`src/hw/rtl/i2cmwe_pkg.sv`:
```
// types and constants of the i2c master write engine
`default_nettype none

package i2cmwe_pkg;

	typedef enum logic [3:0] {
		PH_IDLE       = 4'd0,
		PH_ST_SCL_HI  = 4'd1,
		PH_ST_SDA_HI  = 4'd2,
		PH_ST_SDA_LO  = 4'd3,
		PH_ST_SCL_LO  = 4'd4,
		PH_BIT_SDA    = 4'd5,
		PH_BIT_SCL_HI = 4'd6,
		PH_BIT_SCL_LO = 4'd7,
		PH_AK_SCL_LO  = 4'd8,
		PH_AK_SDA_HI  = 4'd9,
		PH_AK_SCL_HI  = 4'd10,
		PH_AK_POLL    = 4'd11,
		PH_AK_TAIL    = 4'd12,
		PH_SP_SDA_LO  = 4'd13,
		PH_SP_SCL_HI  = 4'd14,
		PH_SP_SDA_HI  = 4'd15
	} phase_t;

	localparam int unsigned PhaseW = 16;
	localparam int unsigned PollW  = 8;
	localparam int unsigned CfgIdxW = 2;

	typedef logic [CfgIdxW-1:0] cfg_idx_t;

	localparam cfg_idx_t CFG_PHASE_TICKS = 2'd0;
	localparam cfg_idx_t CFG_ACK_POLL    = 2'd1;

	localparam logic [PhaseW-1:0] PHASE_TICKS_RST = 16'd72;
	localparam logic [PollW-1:0]  ACK_POLL_RST    = 8'd100;

endpackage

`default_nettype wire

```
`src/hw/rtl/i2c_master_write_engine.sv`:
```
// i2c master write engine: per-tick scl/sda sequencer for one byte with ack
// Usage:
//   Input channel (in_valid/in_stall) carries one clock tick per transfer:
//   action, tx_byte, with_start, with_stop and the sampled sda_in. A tick with
//   action set while the engine is idle starts a byte, optionally framed by a
//   start and/or stop condition; action is ignored while busy.
//   Output channel (out_valid/out_stall) returns one result per tick: the scl
//   and sda drive levels after that tick, ready_res, and a byte_done pulse with
//   ack_missing when the acknowledge slot ends.
//   Config channel (cfg_valid/cfg_ready, always ready) writes phase_ticks
//   (index 0) and ack_poll_limit (index 1); other indexes are ignored.
// Timing:
//   a tick lands in the input register, is stepped through the phase logic and
//   the result is registered; one tick per cycle sustained while out_stall does
//   not hold the result. The engine state registers are the only loop.
//   When out_stall holds the result, the input register holds too and in_stall
//   rises; nothing is dropped. Reset (arst_n low) puts the engine idle with both
//   lines released and the registers at 72 and 100.
`default_nettype none

module i2c_master_write_engine (
	input  wire                         clk,
	input  wire                         arst_n,
	// input ticks
	input  wire                         in_valid,
	output logic                        in_stall,
	input  wire                         action,
	input  wire  [7:0]                  tx_byte,
	input  wire                         with_start,
	input  wire                         with_stop,
	input  wire                         sda_in,
	// results
	output logic                        out_valid,
	input  wire                         out_stall,
	output logic                        scl_out,
	output logic                        sda_out,
	output logic                        ready_res,
	output logic                        byte_done,
	output logic                        ack_missing,
	// configuration writes
	input  wire                         cfg_valid,
	output logic                        cfg_ready,
	input  wire  i2cmwe_pkg::cfg_idx_t  cfg_index,
	input  wire  [15:0]                 cfg_data
);
	import i2cmwe_pkg::*;

	// configuration registers
	logic [PhaseW-1:0] phase_ticks_q;
	logic [PollW-1:0]  ack_poll_q;

	// input register
	logic       valid_s1;
	logic       action_s1;
	logic [7:0] tx_byte_s1;
	logic       with_start_s1;
	logic       with_stop_s1;
	logic       sda_in_s1;

	// engine state
	phase_t            state_q;
	logic [2:0]        bit_q;
	logic [7:0]        shift_q;
	logic [PhaseW-1:0] delay_q;
	logic [PollW-1:0]  poll_q;
	logic              stop_q;
	logic              scl_q;
	logic              sda_q;

	phase_t            nxt_state;
	logic [2:0]        nxt_bit;
	logic [7:0]        nxt_shift;
	logic [PhaseW-1:0] nxt_delay;
	logic [PollW-1:0]  nxt_poll;
	logic              nxt_stop;
	logic              nxt_scl;
	logic              nxt_sda;
	logic              done;
	logic              missing;
	logic              over;
	logic [PollW-1:0]  poll_inc;

	logic adv;
	logic proc;

	assign cfg_ready = 1'b1;

	// result register free or being taken this cycle
	assign adv      = !out_valid || !out_stall;
	assign proc     = valid_s1 && adv;
	assign in_stall = valid_s1 && !adv;

	always_ff @(posedge clk or negedge arst_n) begin
		if (!arst_n) begin
			phase_ticks_q <= PHASE_TICKS_RST;
			ack_poll_q    <= ACK_POLL_RST;
		end else if (cfg_valid && cfg_ready) begin
			case (cfg_index)
				CFG_PHASE_TICKS: phase_ticks_q <= cfg_data;
				CFG_ACK_POLL:    ack_poll_q    <= cfg_data[PollW-1:0];
				default: ;
			endcase
		end
	end

	always_ff @(posedge clk or negedge arst_n) begin
		if (!arst_n) begin
			valid_s1 <= 1'b0;
		end else if (!in_stall) begin
			valid_s1 <= in_valid;
		end
	end

	always_ff @(posedge clk) begin
		if (!in_stall && in_valid) begin
			action_s1     <= action;
			tx_byte_s1    <= tx_byte;
			with_start_s1 <= with_start;
			with_stop_s1  <= with_stop;
			sda_in_s1     <= sda_in;
		end
	end

	assign over     = (delay_q <= 16'd1);
	assign poll_inc = poll_q + 8'd1;

	always_comb begin
		nxt_state = state_q;
		nxt_bit   = bit_q;
		nxt_shift = shift_q;
		nxt_delay = delay_q;
		nxt_poll  = poll_q;
		nxt_stop  = stop_q;
		nxt_scl   = scl_q;
		nxt_sda   = sda_q;
		done      = 1'b0;
		missing   = 1'b0;

		// timed phases count down until the phase ends
		if (state_q != PH_IDLE && state_q != PH_AK_POLL && !over) begin
			nxt_delay = delay_q - 16'd1;
		end

		case (state_q)
			PH_IDLE: begin
				if (action_s1) begin
					nxt_shift = tx_byte_s1;
					nxt_stop  = with_stop_s1;
					nxt_bit   = 3'd0;
					nxt_state = with_start_s1 ? PH_ST_SCL_HI : PH_BIT_SDA;
					nxt_delay = phase_ticks_q;
				end
			end
			PH_ST_SCL_HI: begin
				if (over) begin
					nxt_scl   = 1'b1;
					nxt_state = PH_ST_SDA_HI;
					nxt_delay = phase_ticks_q;
				end
			end
			PH_ST_SDA_HI: begin
				if (over) begin
					nxt_sda   = 1'b1;
					nxt_state = PH_ST_SDA_LO;
					nxt_delay = phase_ticks_q;
				end
			end
			PH_ST_SDA_LO: begin
				if (over) begin
					nxt_sda   = 1'b0;
					nxt_state = PH_ST_SCL_LO;
					nxt_delay = phase_ticks_q;
				end
			end
			PH_ST_SCL_LO: begin
				if (over) begin
					nxt_scl   = 1'b0;
					nxt_state = PH_BIT_SDA;
					nxt_delay = phase_ticks_q;
				end
			end
			PH_BIT_SDA: begin
				if (over) begin
					nxt_sda   = shift_q[7];
					nxt_state = PH_BIT_SCL_HI;
					nxt_delay = phase_ticks_q;
				end
			end
			PH_BIT_SCL_HI: begin
				if (over) begin
					nxt_scl   = 1'b1;
					nxt_state = PH_BIT_SCL_LO;
					nxt_delay = phase_ticks_q;
				end
			end
			PH_BIT_SCL_LO: begin
				if (over) begin
					nxt_scl   = 1'b0;
					nxt_shift = {shift_q[6:0], 1'b0};
					nxt_delay = phase_ticks_q;
					if (bit_q == 3'd7) begin
						nxt_bit   = 3'd0;
						nxt_state = PH_AK_SCL_LO;
					end else begin
						nxt_bit   = bit_q + 3'd1;
						nxt_state = PH_BIT_SDA;
					end
				end
			end
			PH_AK_SCL_LO: begin
				if (over) begin
					nxt_scl   = 1'b0;
					nxt_state = PH_AK_SDA_HI;
					nxt_delay = phase_ticks_q;
				end
			end
			PH_AK_SDA_HI: begin
				if (over) begin
					nxt_sda   = 1'b1;
					nxt_state = PH_AK_SCL_HI;
					nxt_delay = phase_ticks_q;
				end
			end
			PH_AK_SCL_HI: begin
				if (over) begin
					nxt_scl   = 1'b1;
					nxt_poll  = '0;
					nxt_state = PH_AK_POLL;
					nxt_delay = phase_ticks_q;
				end
			end
			PH_AK_POLL: begin
				if (!sda_in_s1) begin
					nxt_bit   = 3'd0;
					nxt_state = PH_AK_TAIL;
					nxt_delay = phase_ticks_q;
				end else begin
					nxt_poll = poll_inc;
					// a zero limit acts as one poll tick
					if (poll_inc >= ack_poll_q || poll_inc == '0) begin
						nxt_scl   = 1'b0;
						done      = 1'b1;
						missing   = 1'b1;
						nxt_bit   = 3'd0;
						nxt_state = stop_q ? PH_SP_SDA_LO : PH_IDLE;
						nxt_delay = phase_ticks_q;
					end
				end
			end
			PH_AK_TAIL: begin
				// two phase delays after the ack, bit_q marks the second
				if (over) begin
					nxt_delay = phase_ticks_q;
					if (bit_q == 3'd0) begin
						nxt_bit = 3'd1;
					end else begin
						nxt_scl   = 1'b0;
						done      = 1'b1;
						nxt_bit   = 3'd0;
						nxt_state = stop_q ? PH_SP_SDA_LO : PH_IDLE;
					end
				end
			end
			PH_SP_SDA_LO: begin
				if (over) begin
					nxt_sda   = 1'b0;
					nxt_state = PH_SP_SCL_HI;
					nxt_delay = phase_ticks_q;
				end
			end
			PH_SP_SCL_HI: begin
				if (over) begin
					nxt_scl   = 1'b1;
					nxt_state = PH_SP_SDA_HI;
					nxt_delay = phase_ticks_q;
				end
			end
			PH_SP_SDA_HI: begin
				if (over) begin
					nxt_sda   = 1'b1;
					nxt_stop  = 1'b0;
					nxt_state = PH_IDLE;
					nxt_delay = phase_ticks_q;
				end
			end
			default: begin
				nxt_state = PH_IDLE;
			end
		endcase
	end

	always_ff @(posedge clk or negedge arst_n) begin
		if (!arst_n) begin
			state_q <= PH_IDLE;
			bit_q   <= 3'd0;
			shift_q <= 8'd0;
			delay_q <= '0;
			poll_q  <= '0;
			stop_q  <= 1'b0;
			scl_q   <= 1'b1;
			sda_q   <= 1'b1;
		end else if (proc) begin
			state_q <= nxt_state;
			bit_q   <= nxt_bit;
			shift_q <= nxt_shift;
			delay_q <= nxt_delay;
			poll_q  <= nxt_poll;
			stop_q  <= nxt_stop;
			scl_q   <= nxt_scl;
			sda_q   <= nxt_sda;
		end
	end

	// result register
	always_ff @(posedge clk or negedge arst_n) begin
		if (!arst_n) begin
			out_valid <= 1'b0;
		end else if (adv) begin
			out_valid <= valid_s1;
		end
	end

	always_ff @(posedge clk) begin
		if (proc) begin
			scl_out     <= nxt_scl;
			sda_out     <= nxt_sda;
			ready_res   <= (nxt_state == PH_IDLE);
			byte_done   <= done;
			ack_missing <= missing;
		end
	end

endmodule

`default_nettype wire

```
`config.mk`:
```
export PLATFORM = sky130hd
export DESIGN_NAME = i2c_master_write_engine
export DESIGN_NICKNAME = d
export VERILOG_FILES = /design/src/hw/rtl/i2cmwe_pkg.sv /design/src/hw/rtl/i2c_master_write_engine.sv
export SDC_FILE = /design/constraint.sdc
export NUM_CORES = 1
export LEC_CHECK = 0
export BUFFER_PORTS_ARGS = -buffer_cell sky130_fd_sc_hd__buf_2
export CAP_MARGIN = 30
export CORE_MARGIN = 8
export CORE_UTILIZATION = 37
export DETAILED_ROUTE_END_ITERATION = 8
export GPL_TIMING_DRIVEN = 0
export PLACE_DENSITY_LB_ADDON = 0.3
export RECOVER_POWER = 50
export SLEW_MARGIN = 40
export SYNTH_ARGS = -nofsm -noshare
export SYNTH_HDL_FRONTEND = slang
export SYNTH_SLANG_ARGS = --single-unit
```
`constraint.sdc`:
```
create_clock -name clk -period 2.9 [get_ports clk]
set_clock_uncertainty 0.1 [all_clocks]
set_input_delay 0.58 -clock clk [delete_from_list [all_inputs] [get_ports clk]]
set_output_delay 0.58 -clock clk [all_outputs]
set_load 0.1 [all_outputs]
```
== After elaboration in Yosys (flattened, before gate mapping) ==
Index checks and enable logic that the tools add are counted.
W data, S select, Z words.
Word-level totals
  flip-flop bits (word level): 85
  input port bits: 35
Cells by class
  add/subtract/negate cells: 3
  order comparisons: 2
  equal/unequal tests: 25
  multiplexer cells: 61
  reduce and logical (&&, ||, !) cells: 33
Operators by type and width (number)
  $mux W16: 5
  $mux W4: 20
  $pmux W4 S16: 1
  $pmux W16 S3: 1
  $eq A4 B4 Y1 const B: 8
  $mux W8: 4
  $pmux W8 S2: 2
  $mux W3: 7
  $eq A4 B3 Y1 const B: 4
  $le A16 B1 Y1 const B: 1
  $mux W1: 16
  $sub A16 B1 Y16 const B: 1
  $reduce_or A14 Y1: 1
  $ne A2 B2 Y1 const B: 6
  $pmux W3 S4: 1
  $reduce_and A4 Y1: 3
  $add A8 B1 Y8 const B: 1
  $eq A4 B2 Y1 const B: 2
  $ge A8 B8 Y1: 1
  $logic_not A4 Y1: 2
  $logic_not A8 Y1: 1
  $reduce_bool A4 Y1: 2
  $reduce_and A6 Y1: 1
  $reduce_bool A2 Y1: 3
  18 further kinds: 30

== Longest topological paths before layout ==
Gate-level depths: netlist of run 1.
  depth after elaboration: 7
  mapped depth: 14
  depth with buffers taken out: 11

== Worst setup path after synthesis of run 1 ==
Ideal clock, no wire load.
  kind: register to register
  from: reg poll_q[0]
  to: reg delay_q[7]
  setup time: 134 ps
  arrival time: 2616 ps
  slack: 50 ps
  cell stages (with the launch flop): 15
  buffers on the path: 3
  cells stage by stage: dfrtp_1 > ha_1 > clkbuf_2 > nand3_1 > xnor2_1 > ha_1 > a21o_1 > a21oi_1 > o21ai_0 > and3_1 > clkbuf_1 > nor3_1 > buf_2 > mux2i_1 > o22ai_1
Between the ends
  cells in the longest elaborated chain, start to end: 6
  elaborated cells between the ends (all ways): 7
Ends and longest elaborated chain
  start: declaration: RTL line i2c_master_write_engine.sv:65  | logic [PollW-1:0] poll_q;
  start signal: assignment: RTL line i2c_master_write_engine.sv:307  | poll_q <= nxt_poll;
  $add A8 B1 Y8 (*): RTL line i2c_master_write_engine.sv:125  | assign poll_inc = poll_q + 8'd1;
  $ge A8 B8 Y1 or $logic_not A8 Y1 (tied branches): RTL line i2c_master_write_engine.sv:240  | if (poll_inc >= ack_poll_q || poll_inc == '0) begin
  $logic_or A1 B1 Y1 (*): RTL line i2c_master_write_engine.sv:240
  $mux W16 (*): RTL line i2c_master_write_engine.sv:240
  $mux W16 (*): RTL line i2c_master_write_engine.sv:233  | if (!sda_in_s1) begin
  $pmux W16 S3 (*): RTL line i2c_master_write_engine.sv:144  | case (state_q)
  end signal: assignment: RTL line i2c_master_write_engine.sv:306  | delay_q <= nxt_delay;
  end: declaration: RTL line i2c_master_write_engine.sv:64  | logic [PhaseW-1:0] delay_q;
Mark *: on every way between the ends. The rest lies on a longest branch, timed or not.
A chain may end at the register's enable or synchronous reset.

== Final worst setup path of run 1 ==
Same ends and word-level chain as after synthesis.

==> results.sh, run 1 <==
export IMPL_syn_inst=578
export IMPL_drive_above_1_share_pct=27.01
export IMPL_grt_overflow=0
export IMPL_fp_row_count=44
export IMPL_grt_pass1_wl_mm=24.18
export IMPL_via_per_inst=5.793
export IMPL_layout_commonest_cell="nand2_1"
export IMPL_critPathKind="flop to flop"
export IMPL_cap_violations=0
export IMPL_r2r_cells=12
export IMPL_status="finished clean"
export IMPL_rrSetupSlack_ps=40
export IMPL_final_antenna_net_count=0
export IMPL_end_kind="flop"
export IMPL_fmaxAchievable_mhz=349.6
export IMPL_place_hpwl_mm=10.67
export IMPL_worst_pin_slew_ps=1023
export IMPL_clock_latency_ps=360
export IMPL_timing_hold_ws_ps=296.8
export IMPL_num_fill_cells=1390
export IMPL_synth_main_ff_cell="dfrtp_1"
export IMPL_htreeDepth=3
export IMPL_slew_viol_final=0
export IMPL_die_w_um=136.1
export IMPL_rsz0062_at_grt="yes"
export IMPL_max_clock_path_buffers=2
export IMPL_cts_made_buffers=9
export IMPL_vias=4820
export IMPL_clock_sinks=85
export IMPL_min_delay_start="tx_byte[3]"
export IMPL_drtIter0Drc=457
export IMPL_vdd_drop_max_uv=466.0
export IMPL_antenna_diode_count=0
export IMPL_core_area_mm2=0.01431
export IMPL_die_area_mm2=0.01851
export IMPL_grt_pass1_vias=4669
export IMPL_synth_enable_flop_cells=17
export IMPL_antenna_found_initial=0
export IMPL_synth_seq_cells=85
export IMPL_fin_crit_sh_pct=98.63
export IMPL_place_gp_congestion=0.9331
export IMPL_grt_max_degree=53
export IMPL_nets=692
export IMPL_power_density_mw_per_mm2=770.9
export IMPL_ios=43
export IMPL_required_ps=3020
export IMPL_critPathMaxFanout=6
export IMPL_synthesis_area_mm2=0.005334
export IMPL_whs_endpoint="tx_byte_s1[3]"
export IMPL_io_buffer_count=41
export IMPL_synth_fp_nets=627
export IMPL_synthArstFlopShare_pct=80.00
export IMPL_fp_dieH_um=136.1
export IMPL_worstReg2RegEnd="delay_q[7]"
export IMPL_finalSetupTns_ps=0
export IMPL_min_path_type="input port to flop"
export IMPL_dr_pass1_iters=5
export IMPL_cts_clk_slew_worst_paths_ps=70
export IMPL_yosysSeqAreaShare_pct=41.64
export IMPL_drc=0
export IMPL_synth_cell_types=83
export IMPL_start_util_pct=37.26
export IMPL_grt_use_total_pct=16.73
export IMPL_yosys_warnings=0
export IMPL_drt_total_wl_mm=15.29
export IMPL_cts_tree="yes"
export IMPL_syn_avg_cell_area_um2=9.228
export IMPL_cts_root_buf="clkbuf_16"
export IMPL_period_needed_ps=2860
export IMPL_wl_per_cell_um=18.38
export IMPL_leakage_nw=2.637
export IMPL_min_path_cells=1
export IMPL_fin_util_pct=44.86
export IMPL_arrival_ps=2980
export IMPL_final_hold_violation_count=0
export IMPL_setup_viol=0
export IMPL_max_slew_margin_pct=31.78
export IMPL_worstReg2RegStart="poll_q[0]"
export IMPL_areaGrowthSynthToFinish_pct=20.38
export IMPL_final_cell_mix="nand2_1 (60), dfrtp_1 (59), buf_2 (47)"
export IMPL_startpoint_type="flop"
-- layout make-up --
cell class,count,area [um^2],share of cell area (%)
Inverter,23,86.33,1.345
Sequential cell,85,2223,34.63
Multi-Input combinational cell,437,3047,47.45
Timing Repair Buffer,55,309.0,4.813
Clock inverter,7,106.4,1.656
Clock buffer,9,225.2,3.507
Buffer,32,193.9,3.020
Tap cell,184,230.2,3.585
-- how the worst max path moves through the flow --
stage	from	endpoint	slack, ps
final	poll_q[0]	delay_q[7]	40
after global placement	poll_q[0]	delay_q[5]	-660
after detailed placement	poll_q[0]	delay_q[5]	-660
after global routing	poll_q[0]	delay_q[5]	-40
after floorplan	poll_q[0]	delay_q[7]	50
after CTS	poll_q[0]	delay_q[0]	5
-- cells in the mapped netlist (all sizes together) (15+ instances only) --
library cell	n	area (um^2)
nor3	21	126.4
nand2	63	244.0
mux2	24	270.3
a31oi	28	181.4
buf	18	122.6
clkbuf	15	57.55
o21ai	46	234.0
inv	22	82.58
dfrtp	61	1526
a21oi	29	148.9
nand3	28	160.2
nor2	46	190.2
edfxtp	17	510.5
-- registers in the layout (all words and copies together), names as in the netlist --
register       flops
delay_q           16
ack_missing        1
byte_done          1
with_start_s1      1
poll_q             8
stop_q             1
bit_q              3
action_s1          1
valid_s1           1
phase_ticks_q     16
out_valid          1
scl_q              1
sda_in_s1          1
sda_q              1
tx_byte_s1         8
sda_out            1
scl_out            1
with_stop_s1       1
ready_res          1
state_q            4
shift_q            8
ack_poll_q         8
-- power by group --
group / internal [mW] / leakage, nW / switching, mW
combinational: 0.715 / 1.51 / 1.13
sequential: 1.52 / 0.968 / 0.276
clock: 0.770 / 0.163 / 0.539
total: 3.01 / 2.64 / 1.94
-- worst max-delay path, stage by stage, from the launching register on --
cell and delay [ps]:
dfrtp_2 450, ha_4 170, buf_6 130, xor2_2 150
ha_1 320, a21o_1 180, a31oi_2 160, o21ai_2 90
and3_4 210, nor3_4 260, buf_6 170, mux2i_1 220
o22ai_1 120
-- kinds of logic (layout without fill, tap and decap cells) --
family                     Yosys count  after routing  share of synthesized area (%)
adders and majority gates           14             14                          3.284
other                                1              1                        0.07031
DFF                                 85             85                          41.64
xor gates and xnor gates            15             15                          2.463
muxes                               30             30                          6.193
buffers and inverters               56            126                          4.996
AOI/OAI and AO/OA                  157            157                          19.09
and+or+nand+nor                    220            220                          22.26
-- repair_timing --
action | 4_1_cts | 5_1_grt
pin swaps | 6 | 17
hold buffers | 1 | 0
resized for setup | 22 | 27
setup endpoints to repair | 26 | 20
cloned | 1 | 0
endpoints found under the hold margin | 13 | 0
buffers inserted | 4 | 7
-- stage by stage --
stage | instances | setup slack [ps] | total power [mW] | area, um^2
floorplan | 578 | 49.67 | 3.117 | 5334
global placement | 803 | -660.7 | 3.536 | 5769
detailed placement | 804 | -655.2 | 3.577 | 5804
CTS | 825 | 4.718 | 4.930 | 6272
global route | 832 | -41.67 | 5.227 | 6421
finish | 832 | 39.78 | 4.950 | 6421
-- routing by layer --
metal / track usage [%] / vias up / wire (um)
met5: 0 / - / 0
met4: 8.664 / 0 / 359
met3: 2.772 / 20 / 799
met2: 27.21 / 174 / 7398
met1: 20.98 / 2372 / 6732
li1: - / 2254 / -
No activity file was read; power rests on OpenSTA's default activity.
==> run 2: changes to the inputs <==
--- a/config.mk
+++ b/config.mk
@@ -7,6 +7,8 @@
 export LEC_CHECK = 0
 export BUFFER_PORTS_ARGS = -buffer_cell sky130_fd_sc_hd__buf_2
 export CAP_MARGIN = 30
+export CELL_PAD_IN_SITES_DETAIL_PLACEMENT = 0
+export CELL_PAD_IN_SITES_GLOBAL_PLACEMENT = 1
 export CORE_MARGIN = 8
 export CORE_UTILIZATION = 37
 export DETAILED_ROUTE_END_ITERATION = 8
==> results.sh, run 2 (same netlist as run 1, synthesis figures left out) <==
export IMPL_status="finished clean"
export IMPL_required_ps=3020
export IMPL_wl_met3_um=771
export IMPL_cts_made_buffers=9
export IMPL_final_cells=833
export IMPL_drt_total_wl_mm=15.57
export IMPL_power_density_mw_per_mm2=769.8
export IMPL_core_area_mm2=0.01431
export IMPL_num_fill_cells=1428
export IMPL_slew_viol_final=0
export IMPL_io_buffer_count=41
export IMPL_arrival_ps=2970
export IMPL_grt_pass1_vias=4745
export IMPL_period_needed_ps=2847
export IMPL_fin_crit_sh_pct=98.17
export IMPL_timing_hold_ws_ps=302.5
export IMPL_place_hpwl_mm=11.19
export IMPL_highest_layer="met4"
export IMPL_grt_overflow=0
export IMPL_setup_viol=0
export IMPL_vdd_drop_max_uv=340.4
export IMPL_min_path_type="input port to flop"
export IMPL_clock_sinks=85
export IMPL_largestRegisters="delay_q x16, phase_ticks_q x16"
export IMPL_antenna_diode_count=0
export IMPL_worst_pin_slew_ps=1251
export IMPL_max_clock_path_buffers=2
export IMPL_finalSetupTns_ps=0
export IMPL_final_antenna_net_count=0
export IMPL_cts_tree="yes"
export IMPL_leakage_nw=2.649
export IMPL_start_util_pct=37.26
export IMPL_grt_use_total_pct=17.44
export IMPL_seqCellArea_mm2=0.002223
export IMPL_die_area_mm2=0.01851
export IMPL_cts_clk_slew_worst_paths_ps=70
export IMPL_fp_row_count=44
export IMPL_die_w_um=136.1
export IMPL_ios=43
export IMPL_max_slew_margin_pct=16.61
export IMPL_critPathKind="flop to flop"
export IMPL_drc=0
export IMPL_cap_violations=0
export IMPL_multi_input_area_mm2=0.003043
export IMPL_cts_root_buf="clkbuf_16"
export IMPL_nets=693
export IMPL_clock_latency_ps=350
export IMPL_startpoint_type="flop"
export IMPL_vias=4789
export IMPL_final_hold_violation_count=0
export IMPL_critPathMaxFanout=7
export IMPL_layout_commonest_cell="nand2_1"
export IMPL_htreeDepth=3
export IMPL_grt_max_degree=50
export IMPL_setup_ws_ps=53.18
export IMPL_via_per_inst=5.749
export IMPL_final_cell_mix="nand2_1 (61), dfrtp_1 (59), buf_2 (46)"
export IMPL_grt_pass1_wl_mm=25.47
export IMPL_dr_pass1_iters=5
export IMPL_wl_per_cell_um=18.69
export IMPL_end_kind="flop"
export IMPL_areaGrowthSynthToFinish_pct=20.46
export IMPL_dp_cells=804
export IMPL_fp_dieH_um=136.1
export IMPL_antenna_found_initial=0
export IMPL_place_gp_congestion=0.9215
export IMPL_fmaxAchievable_mhz=351.3
export IMPL_drtIter0Drc=412
export IMPL_rsz0062_at_grt="yes"
export IMPL_drive_above_1_share_pct=27.12
export IMPL_fin_util_pct=44.89
export IMPL_wl_met1_mm=7.048
export IMPL_place_ws_ps=-563.7
export IMPL_met2_length_mm=7.341
==> run 2: cell count changes in the layout (fill, tap and decap cells not counted), sizes merged <==
cell	delta
inv	-1
clkinv	-1
bufinv	-1
buf	+1
clkbuf	+3
==> run 2: worst max-delay path, stage by stage, from the launching register on <==
cell and delay (ps):
dfrtp_2 450, ha_4 170, buf_6 130, xor2_2 140, ha_1 300, a21o_1 170, a31oi_2 170, o21ai_2 100
and3_4 220, nor3_4 260, buf_6 180, mux2i_1 210, o31ai_1 90
==> run 2: timing repair <==
| item | CTS | global route |
|---|---|---|
| endpoints found under the setup margin | 26 | 21 |
| endpoints found under the hold margin | 17 | 0 |
| buffers inserted | 6 | 6 |
| hold buffers | 1 | 0 |
| resized for setup | 21 | 35 |
| pin swaps | 6 | 13 |
| cloned | 1 | 0 |
==> run 2: final timing paths <==
kind                               start             to  slack (ps)  depth (start not counted)
hold / removal                tx_byte[6]  tx_byte_s1[6]         300                          1
setup / recovery               poll_q[0]     delay_q[0]          50                         12
setup reg to reg               poll_q[0]     delay_q[0]          50                         12
max in group asynchronous         arst_n      poll_q[3]         320                          3
min in group asynchronous         arst_n     state_q[2]         910                          2
hold reg to reg            tx_byte_s1[0]     shift_q[0]         370                          2
==> run 2: layout make-up <==
class                   count  area share [%]
well taps                 184           3.583
inverters                  23           1.344
clock buffers              12           4.343
flip-flops and latches     85           34.61
multi-input cells         437           47.36
clock inverters             4          0.7790
repair buffers             56           4.927
plain buffers              32           3.057
==> run 2: per-stage QoR <==
step / total power [mW] / area (um^2)
floorplan: 3.117 / 5334
global placement: 3.562 / 5769
detailed placement: 3.611 / 5804
CTS: 4.920 / 6289
global route: 5.264 / 6425
finish: 4.946 / 6425
==> run 2: layer usage <==
layer | global-route usage [%] | up-vias
met4 | 7.016 | 0
li1 | - | 2275
met5 | 0 | -
met2 | 28.11 | 157
met1 | 22.54 | 2325
met3 | 3.363 | 32
==> run 2: where the power goes <==
group | internal (mW) | leakage (nW) | switching [mW]
sequential | 1.52 | 0.968 | 0.289
combinational | 0.715 | 1.52 | 1.13
clock | 0.775 | 0.164 | 0.514
total | 3.01 | 2.65 | 1.93
==> run 3: changes to the inputs <==
--- a/config.mk
+++ b/config.mk
@@ -5,12 +5,14 @@
 export SDC_FILE = /design/constraint.sdc
 export NUM_CORES = 1
 export LEC_CHECK = 0
+export ABC_AREA = 1
 export BUFFER_PORTS_ARGS = -buffer_cell sky130_fd_sc_hd__buf_2
 export CAP_MARGIN = 30
 export CELL_PAD_IN_SITES_DETAIL_PLACEMENT = 0
 export CELL_PAD_IN_SITES_GLOBAL_PLACEMENT = 1
 export CORE_MARGIN = 8
 export CORE_UTILIZATION = 37
+export CTS_CLUSTER_DIAMETER = 120
 export DETAILED_ROUTE_END_ITERATION = 8
 export GPL_TIMING_DRIVEN = 0
 export PLACE_DENSITY_LB_ADDON = 0.3
==> results.sh, run 3 <==
export IMPL_worst_pin_slew_ps=1551
export IMPL_crit_path_cell_trace="ha_1 > xnor2_2 > inv_1 > ha_1 > nand2_1 > nand2_1 > nand2_1 > nand2_1 > nand2_1 > nand2_1 > nand2_2 > nand3_4 > nand2_1 > inv_1 > a21oi_1 > nor2_1"
export IMPL_grt_pass1_vias=5224
export IMPL_post_dp_cell_area_mm2=0.006140
export IMPL_cp_slowest_cell="dfrtp_2"
export IMPL_end_kind="flop"
export IMPL_setup_ws_ps=179.2
export IMPL_yosys_warnings=0
export IMPL_place_ws_ps=-82.36
export IMPL_cap_violations=1
export IMPL_syn_avg_cell_area_um2=6.889
export IMPL_critPathMaxFanout=9
export IMPL_grt_pass1_wl_mm=27.01
export IMPL_drtIter0Drc=344
export IMPL_multi_input_area_mm2=0.002796
export IMPL_core_area_mm2=0.01509
export IMPL_cts_tree="yes"
export IMPL_grt_max_degree=46
export IMPL_vdd_drop_max_uv=414.9
export IMPL_worst_path_most_repeated_cell="nand2_1"
export IMPL_failed_checks="capacitance limit, slew limit"
export IMPL_dr_pass1_iters=5
export IMPL_critPathKind="flop to flop"
export IMPL_final_cells=1069
export IMPL_drc=0
export IMPL_htreeDepth=3
export IMPL_rsz0062_at_grt="yes"
export IMPL_synth_main_ff_cell="dfrtp_1"
export IMPL_post_cts_buffers=0
export IMPL_synth_fp_nets=871
export IMPL_grt_use_total_pct=17.37
export IMPL_dp_cells=1052
export IMPL_vias=5320
export IMPL_via_per_inst=4.977
export IMPL_clock_sinks=85
export IMPL_synth_top_cells_by_count="nand2_1 (229), inv_1 (135), nor2_1 (69)"
export IMPL_io_buffer_count=41
export IMPL_die_area_mm2=0.01952
export IMPL_leakage_nw=3.194
export IMPL_required_ps=2910
export IMPL_setup_viol=0
export IMPL_final_hold_violation_count=0
export IMPL_fp_row_count=45
export IMPL_final_area_mm2=0.006465
export IMPL_fin_crit_sh_pct=93.82
export IMPL_start_util_pct=37.53
export IMPL_clock_latency_ps=350
export IMPL_syn_inst=822
export IMPL_seqCellArea_mm2=0.002222
export IMPL_synth_top_area_share_pct=26.96
export IMPL_synth_cell_types=44
export IMPL_slew_viol_final=24
export IMPL_antenna_diode_count=0
export IMPL_synth_most_common_cell="nand2_1"
export IMPL_max_clock_path_buffers=2
export IMPL_ios=43
export IMPL_period_needed_ps=2721
export IMPL_drive_above_1_share_pct=11.69
export IMPL_final_antenna_net_count=0
export IMPL_synth_enable_flop_cells=17
export IMPL_finalSetupTns_ps=0
export IMPL_synth_seq_cells=85
export IMPL_fmaxAchievable_mhz=367.5
export IMPL_place_hpwl_mm=12.28
export IMPL_yosysSeqAreaShare_pct=39.22
export IMPL_num_fill_cells=1654
export IMPL_cts_clk_slew_worst_paths_ps=70
export IMPL_areaGrowthSynthToFinish_pct=14.16
export IMPL_arrival_ps=2730
export IMPL_antenna_found_initial=0
export IMPL_fp_dieH_um=139.7
export IMPL_yosysTopAreaCell="dfrtp_1"
export IMPL_final_cell_mix="nand2_1 (228), inv_1 (135), nor2_1 (68)"
export IMPL_synthArstFlopShare_pct=80.00
export IMPL_cts_root_buf="clkbuf_16"
export IMPL_startpoint_type="flop"
export IMPL_grt_overflow=0
export IMPL_die_w_um=139.7
export IMPL_synthesis_area_mm2=0.005663
export IMPL_power_density_mw_per_mm2=784.2
export IMPL_nets=925
export IMPL_status="finished, violations left"
export IMPL_largestRegisters="delay_q x16, phase_ticks_q x16"
export IMPL_place_gp_congestion=0.8792
export IMPL_cp_slowest_stage_delay_ps=470
export IMPL_min_path_type="input port to flop"
export IMPL_cts_made_buffers=9
export IMPL_drt_total_wl_mm=16.47
export IMPL_layout_commonest_cell="nand2_1"
export IMPL_synth_area_leaders="dfrtp_1 (27%), nand2_1 (15%), edfxtp_1 (9.0%)"
export IMPL_max_slew_margin_pct=-3.421
export IMPL_wl_per_cell_um=15.40
==> run 3: cell types whose count changed in the layout (fill, tap and decap cells not counted), moves of 14 or more <==
cell,before,now
buf_4,17,3
nand3_1,21,54
a31oi_1,25,2
nand2_1,61,228
a21oi_1,26,56
inv_1,22,135
mux2_2,24,0
nor2_1,41,68
==> run 3: cell families (layout without fill, tap and decap cells) <==
family          count (synthesis)  count (layout)  share of synthesized area (%)
buf+inv                       172             231                          12.02
simple gates                  386             386                          28.77
flops                          85              85                          39.22
other cells                     1               1                        0.06622
compound gates                149             149                          14.52
fa+ha+maj                      14              14                          3.093
xor+xnor                       15              15                          2.320
==> run 3: metrics by stage <==
stage	hold WS, ps	power, mW	util (%)
final	300.2	5.070	42.84
after CTS	287.1	5.092	42.72
after global placement	356.3	3.917	40.46
after floorplan	184.4	3.358	-
after global routing	293.4	5.471	42.84
after detailed placement	364.1	3.935	40.69
==> run 3: path summary, 6_finish.rpt <==
check / startpoint / endpoint / slack, ps / cells after the start
min in group asynchronous: arst_n / ack_poll_q[3] / 1040 / 2
setup reg to reg: poll_q[0] / ready_res / 180 / 16
max in group asynchronous: arst_n / poll_q[0] / 640 / 2
hold reg to reg: sda_q / sda_q / 370 / 2
hold / removal: action / action_s1 / 300 / 1
setup / recovery: poll_q[0] / ready_res / 180 / 16
==> run 3: worst max-delay path: cells and delay by family, from the launching register on <==
family	cells	cell delay, ps
buf+inv	2	130
simple gates	10	830
compound gates	1	150
flops	1	470
xor+xnor	1	240
fa+ha+maj	2	540
==> run 3: cell type report <==
type	instances	share of cell area, %
buffer	27	2.148
clock buffer	9	3.484
clock inverter	7	0.9677
inverter	145	8.419
multi-input combinational	565	43.26
sequential	85	34.37
tap	188	3.638
timing repair buffer	43	3.716
==> run 3: routing by layer <==
layer	vias up	track usage, %	share of wire, %
li1	2733	-	-
met4	0	6.343	1.7
met5	-	0	0
met1	2456	22.18	47
met3	19	3.146	3.9
met2	112	28.77	47
==> run 3: repair_timing <==
item,CTS,global route
endpoints found under the setup margin,2,19
hold buffers,1,0
gates resized for setup,2,5
endpoints found under the hold margin,21,0
==> run 3: power breakdown <==
part           switching [mW]  total (mW)  internal [mW]  leakage, nW
logic                    1.49        2.20          0.712         2.12
registers               0.225        1.74           1.51        0.940
clock network           0.541        1.13          0.593        0.136
total                    2.25        5.07           2.82         3.19
